## config.mk

```make
export PLATFORM = sky130hd
export DESIGN_NAME = mme_mac
export DESIGN_NICKNAME = d
export VERILOG_FILES = /design/src/design/mme_pkg.sv /design/src/design/mme_mac.sv
export SDC_FILE = /design/constraint.sdc
export NUM_CORES = 2
export LEC_CHECK = 0
export BUFFER_PORTS_ARGS = -buffer_cell sky130_fd_sc_hd__buf_2
export CAP_MARGIN = 40
export CORE_MARGIN = 2
export CORE_UTILIZATION = 40
export CTS_CLUSTER_DIAMETER = 30
export DETAILED_ROUTE_END_ITERATION = 12
export GPL_TIMING_DRIVEN = 1
export HOLD_SLACK_MARGIN = 0.08
export PLACE_DENSITY = 0.56
export RECOVER_POWER = 100
export SETUP_SLACK_MARGIN = 0.2
export SYNTH_ARGS = -nofsm -noshare
export SYNTH_HDL_FRONTEND = slang
export SYNTH_SLANG_ARGS = --single-unit
```

## constraint.sdc

```tcl
create_clock -name clock -period 9.5 [get_ports clock]
set_input_delay 1.425 -clock clock [delete_from_list [all_inputs] [get_ports clock]]
set_output_delay 1.425 -clock clock [all_outputs]
set_load 0.05 [all_outputs]
```

## src/design/mme_pkg.sv

```systemverilog
`default_nettype none
package mme_pkg;

   // array geometry
   localparam int MAX_DIM = 64;
   localparam int IDX_W   = $clog2(MAX_DIM);
   localparam int ADDR_W  = 2 * IDX_W;
   localparam int DEPTH   = MAX_DIM * MAX_DIM;

   // field widths
   localparam int SIZE_W  = 7;
   localparam int POS_W   = 6;
   localparam int ELEM_W  = 32;
   localparam int PROD_W  = 2 * ELEM_W;
   localparam int OUT_W   = 64;
   localparam int ACC_W   = PROD_W + IDX_W + 2;
   localparam int REQ_W   = 48;
   localparam int CSR_IDX_W = 2;

   localparam logic [SIZE_W-1:0] MAX_SIZE = SIZE_W'(MAX_DIM);

   // register indexes
   localparam logic [CSR_IDX_W-1:0] CSR_ROWS_M  = 2'd0;
   localparam logic [CSR_IDX_W-1:0] CSR_COLS_N  = 2'd1;
   localparam logic [CSR_IDX_W-1:0] CSR_INNER_K = 2'd2;

   typedef enum logic [1:0] {
      OP_WR_A = 2'd0,
      OP_WR_B = 2'd1,
      OP_READ = 2'd2
   } op_type;

   typedef enum logic [1:0] {
      ST_IDLE,
      ST_RUN,
      ST_DRAIN,
      ST_DONE
   } state_type;

   // sequencer to multiply-accumulate unit
   typedef struct packed {
      logic clear;
      logic term_valid;
   } mac_ctrl_type;

   typedef struct packed {
      logic busy;
   } mac_stat_type;

   // clamp a size register to the array dimension
   function automatic logic [SIZE_W-1:0] eff_size(input logic [SIZE_W-1:0] size);
      eff_size = (size > MAX_SIZE) ? MAX_SIZE : size;
   endfunction

endpackage
`default_nettype wire

```

## src/design/mme_mac.sv

```systemverilog
`default_nettype none
module mme_mac (
   input  wire logic                         clock,
   input  wire logic                         reset,
   input  wire mme_pkg::mac_ctrl_type        ctrl,
   input  wire logic [mme_pkg::ELEM_W-1:0]   a_elem,
   input  wire logic [mme_pkg::ELEM_W-1:0]   b_elem,
   output mme_pkg::mac_stat_type             stat,
   output logic      [mme_pkg::OUT_W-1:0]    sum_sat
);
   import mme_pkg::*;

   logic signed [PROD_W-1:0] a_ext;
   logic signed [PROD_W-1:0] b_ext;
   logic signed [PROD_W-1:0] prod_ff;
   logic signed [PROD_W-1:0] prod_in;
   logic                     prod_valid_ff;
   logic signed [ACC_W-1:0]  acc_ff;
   logic signed [ACC_W-1:0]  acc_in;
   logic [ACC_W-OUT_W:0]     acc_top;

   // multiply stage, registered; operands sign-extended to the product width
   assign a_ext   = {{(PROD_W-ELEM_W){a_elem[ELEM_W-1]}}, a_elem};
   assign b_ext   = {{(PROD_W-ELEM_W){b_elem[ELEM_W-1]}}, b_elem};
   assign prod_in = a_ext * b_ext;

   always_ff @(posedge clock) begin
      if (reset || ctrl.clear) begin
         prod_valid_ff <= 1'b0;
      end else begin
         prod_valid_ff <= ctrl.term_valid;
      end
   end

   always_ff @(posedge clock) begin
      prod_ff <= prod_in;
   end

   // accumulate stage, exact wide sum
   always_comb begin
      acc_in = acc_ff;
      if (ctrl.clear) begin
         acc_in = '0;
      end else if (prod_valid_ff) begin
         acc_in = acc_ff + ACC_W'(prod_ff);
      end
   end

   always_ff @(posedge clock) begin
      acc_ff <= acc_in;
   end

   // saturate to the signed output range
   assign acc_top = acc_ff[ACC_W-1:OUT_W-1];

   always_comb begin
      if ((&acc_top) || !(|acc_top)) begin
         sum_sat = acc_ff[OUT_W-1:0];
      end else if (acc_ff[ACC_W-1]) begin
         sum_sat = {1'b1, {(OUT_W-1){1'b0}}};
      end else begin
         sum_sat = {1'b0, {(OUT_W-1){1'b1}}};
      end
   end

   assign stat.busy = prod_valid_ff;

endmodule
`default_nettype wire

```

Yosys cells after proc, flatten, opt, wreduce, memory -nomap -nowiden
Index checks and enable logic that the tools add are counted.
{ "totals": {"register_bits": 137, "in_bits": 68, "output_inout_bits": 65, "word_cells": 12} }
{ "op_classes": {"n_addsub": 1, "multipliers": 1, "muxes": 2, "n_reduce_logical": 5} }
{ "ops": {"columns": ["operator", "n"], "rows": [
  ["$mux 64", 2],
  ["$add 72x64->72", 1],
  ["$mul 32x32->64", 1],
  ["$reduce_and 9->1", 1],
  ["$reduce_or 9->1", 1],
  ["$logic_or 1x1->1", 2],
  ["$logic_not 1->1", 1]
]} }

Longest topological paths before layout
{ "depth": {"word_depth": 4, "mapped_depth": 30, "depth_no_buf": 28} }

Least setup slack after synthesis
OpenSTA, ideal clock, no wires.
{ "synth_path": {"kind": "input port to flip-flop", "start": "in a_elem[31] (netlist name)", "end": "reg prod_ff[63]", "setup_time_ns": 0.074, "arrival_time_ns": 8.495, "path_slack_ns": 0.931, "cell_stages": 30, "path_buffers": 2, "path_cell_list": "clkbuf_1 -> nand2_1 -> inv_1 -> fa_1 -> inv_1 -> fa_1 -> inv_1 -> fa_1 -> fa_1 -> inv_1 -> fa_1 -> inv_1 -> fa_1 -> inv_1 -> fa_1 -> inv_1 -> fa_1 -> ha_1 -> clkbuf_1 -> a21o_1 -> a21oi_1 -> o21ai_0 -> a21oi_1 -> o21bai_1 -> a21o_1 -> a21oi_1 -> a21boi_0 -> o21ai_1 -> a21oi_1 -> a31oi_1"} }
{ "synth_between": {"elab_chain_len": 1} }
{ "synth_lines": {"columns": ["element", "line_no", "source"], "rows": [
  ["start, declared", "mme_mac.sv:6", "input wire logic [mme_pkg::ELEM_W-1:0] a_elem,"],
  ["$mul 32x32->64", "mme_mac.sv:25", "assign prod_in = a_ext * b_ext;"],
  ["net prod_in[63]", "mme_mac.sv:16", "logic signed [PROD_W-1:0] prod_in;"],
  ["end signal, assigned", "mme_mac.sv:36", "prod_ff <= prod_in;"],
  ["end, declared", "mme_mac.sv:15", "logic signed [PROD_W-1:0] prod_ff;"]
]} }
The timed path passes the listed nets, and every way through them passes these cells.
A chain may end at the register's enable or synchronous reset.

Worst setup path in the final report
{ "layout_path": {"start": "in b_elem[12] (netlist name)", "end": "reg prod_ff[59]"} }
{ "layout_between": {"elab_chain_len": 1} }
{ "layout_lines": {"columns": ["element", "line_no", "source"], "rows": [
  ["start, declared", "mme_mac.sv:7", "input wire logic [mme_pkg::ELEM_W-1:0] b_elem,"],
  ["$mul 32x32->64", "mme_mac.sv:25", null],
  ["net prod_in[59]", "mme_mac.sv:16", null]
]} }
The timed path passes the listed nets, and every way through them passes these cells.

==> metrics <==
status complete, but fails checks; DRT iter0 DRCs 1800; Max stage delay cell, worst path fa_1; FP Rows between 100 and 150; Final setup viols 0; Nets approximately 6300; average size of a mapped cell slightly above 9 um^2; antenna violations before repair 6; CTS H-tree lvls 4; Final GP Congestion 0.8629; antenna viol nets, final 0; worst hold path startpoint acc_ff[66]; routed len/inst 19.39 um; worst r2r dst acc_ff[70]; CTS max path bufs 2; Setup crit start kind primary input; Top-Level Pins around 130; Setup crit end kind flop; Crit Path Class primary input to flop; hold endpoint acc_ff[66]; ys async rst share 0%; Hold Path Class flop to flop; First-pass DRT Iterations 5; Worst path max stage delay between 0.6 and 0.7 ns; core area about 0.11 mm^2; Syn Nets 6278; Max-Cap Viols 3; Seq/Total Area, Yosys roughly 6.1%; total clock buffers created by CTS 17; vias in the first global route 35020; Slew Viols, Final between 150 and 200; Root Driver clkbuf_16; final setup TNS 0 ns; arrival time worst endpoint 9.29 ns; die width about 340 um; worst-margin pin slew between 3 and 4 ns; Worst-path clk slew around 0.06 ns; CTS sink count 137; GRT Util Overall between 20 and 25%; Hold Vio Cnt, Final 0; DPL Wire Length ~100000 um; fmax about 0.11 GHz; Primary FF master, synth dfxtp_1; number of synthesized flops with an enable pin 0; Hold Path Stages 2; Worst R2R Path Depth 14; failing checks capacitance limit, slew limit; register bit total from synthesis roughly 140; Post-CTS Setup Inserts 0; final WL between 100000 and 150000 um; Cell variety after synth between 60 and 70; Synth Instances about 5000; RSZ-0062 raised after global routing no; clock latency on the worst-skew pair between 0.4 and 0.5 ns; port bufs 132; largest net degree at the start of global routing between 70 and 80; R2R setup slack between 5 and 6 ns; most used cell, CP fa_1; reg2reg start acc_ff[0]; first-pass GRT wire length 201100 um; Final Skew between 0.01 and 0.015 ns; Die Height 338.2 um; antenna fix cells 0; CTS tree done; post-synth design cell area 0.04467 mm^2; die area 0.1144 mm^2; Area Overhead vs Synth 6.375%; Slew headroom -143.7%; share of layout cells above drive strength 1 ~4%; vias post-DR around 32000; warnings from Yosys 0; min cycle time layout 8.913 ns; Layout fillers ~11000; Starting Density 40.37%; CP max FO 32; crit path from b_elem[12]; WP data required slightly below 10 ns; Tcrit/Tclk final between 90% and 100%; vias per std cell between 5 and 6; Post-route DRC 0; gr ovfl total 0
worst max-delay path by stage:
| stage | cells after the start | to | slack [ns] |
|---|---|---|---|
| after floorplan | 30 | prod_ff[63] | 0.93 |
| after detailed placement | 26 | prod_ff[60] | 0.17 |
| final | 28 | prod_ff[59] | 0.59 |
| after global routing | 27 | prod_ff[63] | 0.13 |
| after CTS | 26 | prod_ff[60] | 0.61 |
| after global placement | 27 | prod_ff[60] | 0.13 |
stage by stage:
stage | utilization, % | setup WS, ns | hold WS, ns | area (um^2) | cells
after global placement | 42.48 | 0.1332 | 0.5022 | 47010 | 6326
after detailed placement | 42.48 | 0.1657 | 0.5051 | 47010 | 6326
after floorplan | - | 0.9309 | 0.4515 | 44670 | 4872
final | 42.94 | 0.5868 | 0.5149 | 47520 | 6357
after CTS | 43.05 | 0.6125 | 0.5166 | 47640 | 6357
after global routing | 42.94 | 0.1254 | 0.5308 | 47520 | 6357
routing by layer:
metal / track usage (%) / routed length (um)
met4: 4.604 / 2424
met3: 4.088 / 7532
met5: 0 / 38
met2: 34.98 / 55330
met1: 32.18 / 57960
registers in the layout, summed over array words and instances (netlist names):
register  flops
acc_ff       72
prod_ff      64
stat          1
Yosys cell counts (all sizes together) (19+ instances only):
master     n  area [um^2]
nand2b    25        156.4
xor2      40        350.3
nand4     27        168.9
ha       255         3191
dfxtp    137         2743
clkbuf   254        953.4
and3      19        118.9
a211oi    25        187.7
and2     520         3253
o21bai    27        206.5
nor2b     36        225.2
o21ai     81        405.4
nand3     33        165.2
xnor2     99        867.1
a21oi    151        759.5
nor2     125        469.2
inv      993         3727
nand2    575         2158
fa      1083        21680
a21o     131        983.4
mux2i     56        560.5
kinds of logic (layout without fill, tap and decap cells):
family          count (synthesis)  count (layout)  synth area share [%]
flops                         137             137                 6.140
fa+ha+maj                    1338            1338                 55.68
mux                            57              57                 1.280
simple gates                 1413            1413                 15.83
xor+xnor                      139             139                 2.725
buf+inv                      1260            1257                 10.62
compound gates                528             528                 7.728
critical path, delay by kind of cell:
kind            cells  cell delay [ns]
buf+inv             7             1.19
fa+ha+maj           9             4.30
xor+xnor            1             0.13
compound gates      6             1.35
simple gates        5             0.84
final cells by class:
| cell class | count | area, um^2 | share of cell area, % |
|---|---|---|---|
| Multi-Input combinational cell | 3475 | 37200 | 78.29 |
| Inverter | 993 | 3727 | 7.844 |
| Sequential cell | 137 | 2743 | 5.772 |
| Tap cell | 1488 | 1862 | 3.918 |
| Timing Repair Buffer | 233 | 1358 | 2.857 |
| Clock buffer | 18 | 439.2 | 0.9242 |
| Clock inverter | 13 | 190.2 | 0.4002 |
cell usage in the layout, fill, tap and decap left out, drive strengths merged, types with 125 or more instances in the layout:
| master | n |
|---|---|
| and2 | 520 |
| a21o | 131 |
| ha | 255 |
| fa | 1083 |
| dfxtp | 137 |
| a21oi | 151 |
| inv | 998 |
| nor2 | 125 |
| buf | 159 |
| nand2 | 575 |
what timing repair did:
| item | CTS | global route |
|---|---|---|
| setup endpoints to repair | 0 | 1 |
| hold buffers | 0 | 0 |
| resized for setup | 0 | 1 |
Power is left out: the tool's default activity adds up to more than one toggle a clock period on the data nets, which glitch-free logic cannot reach.
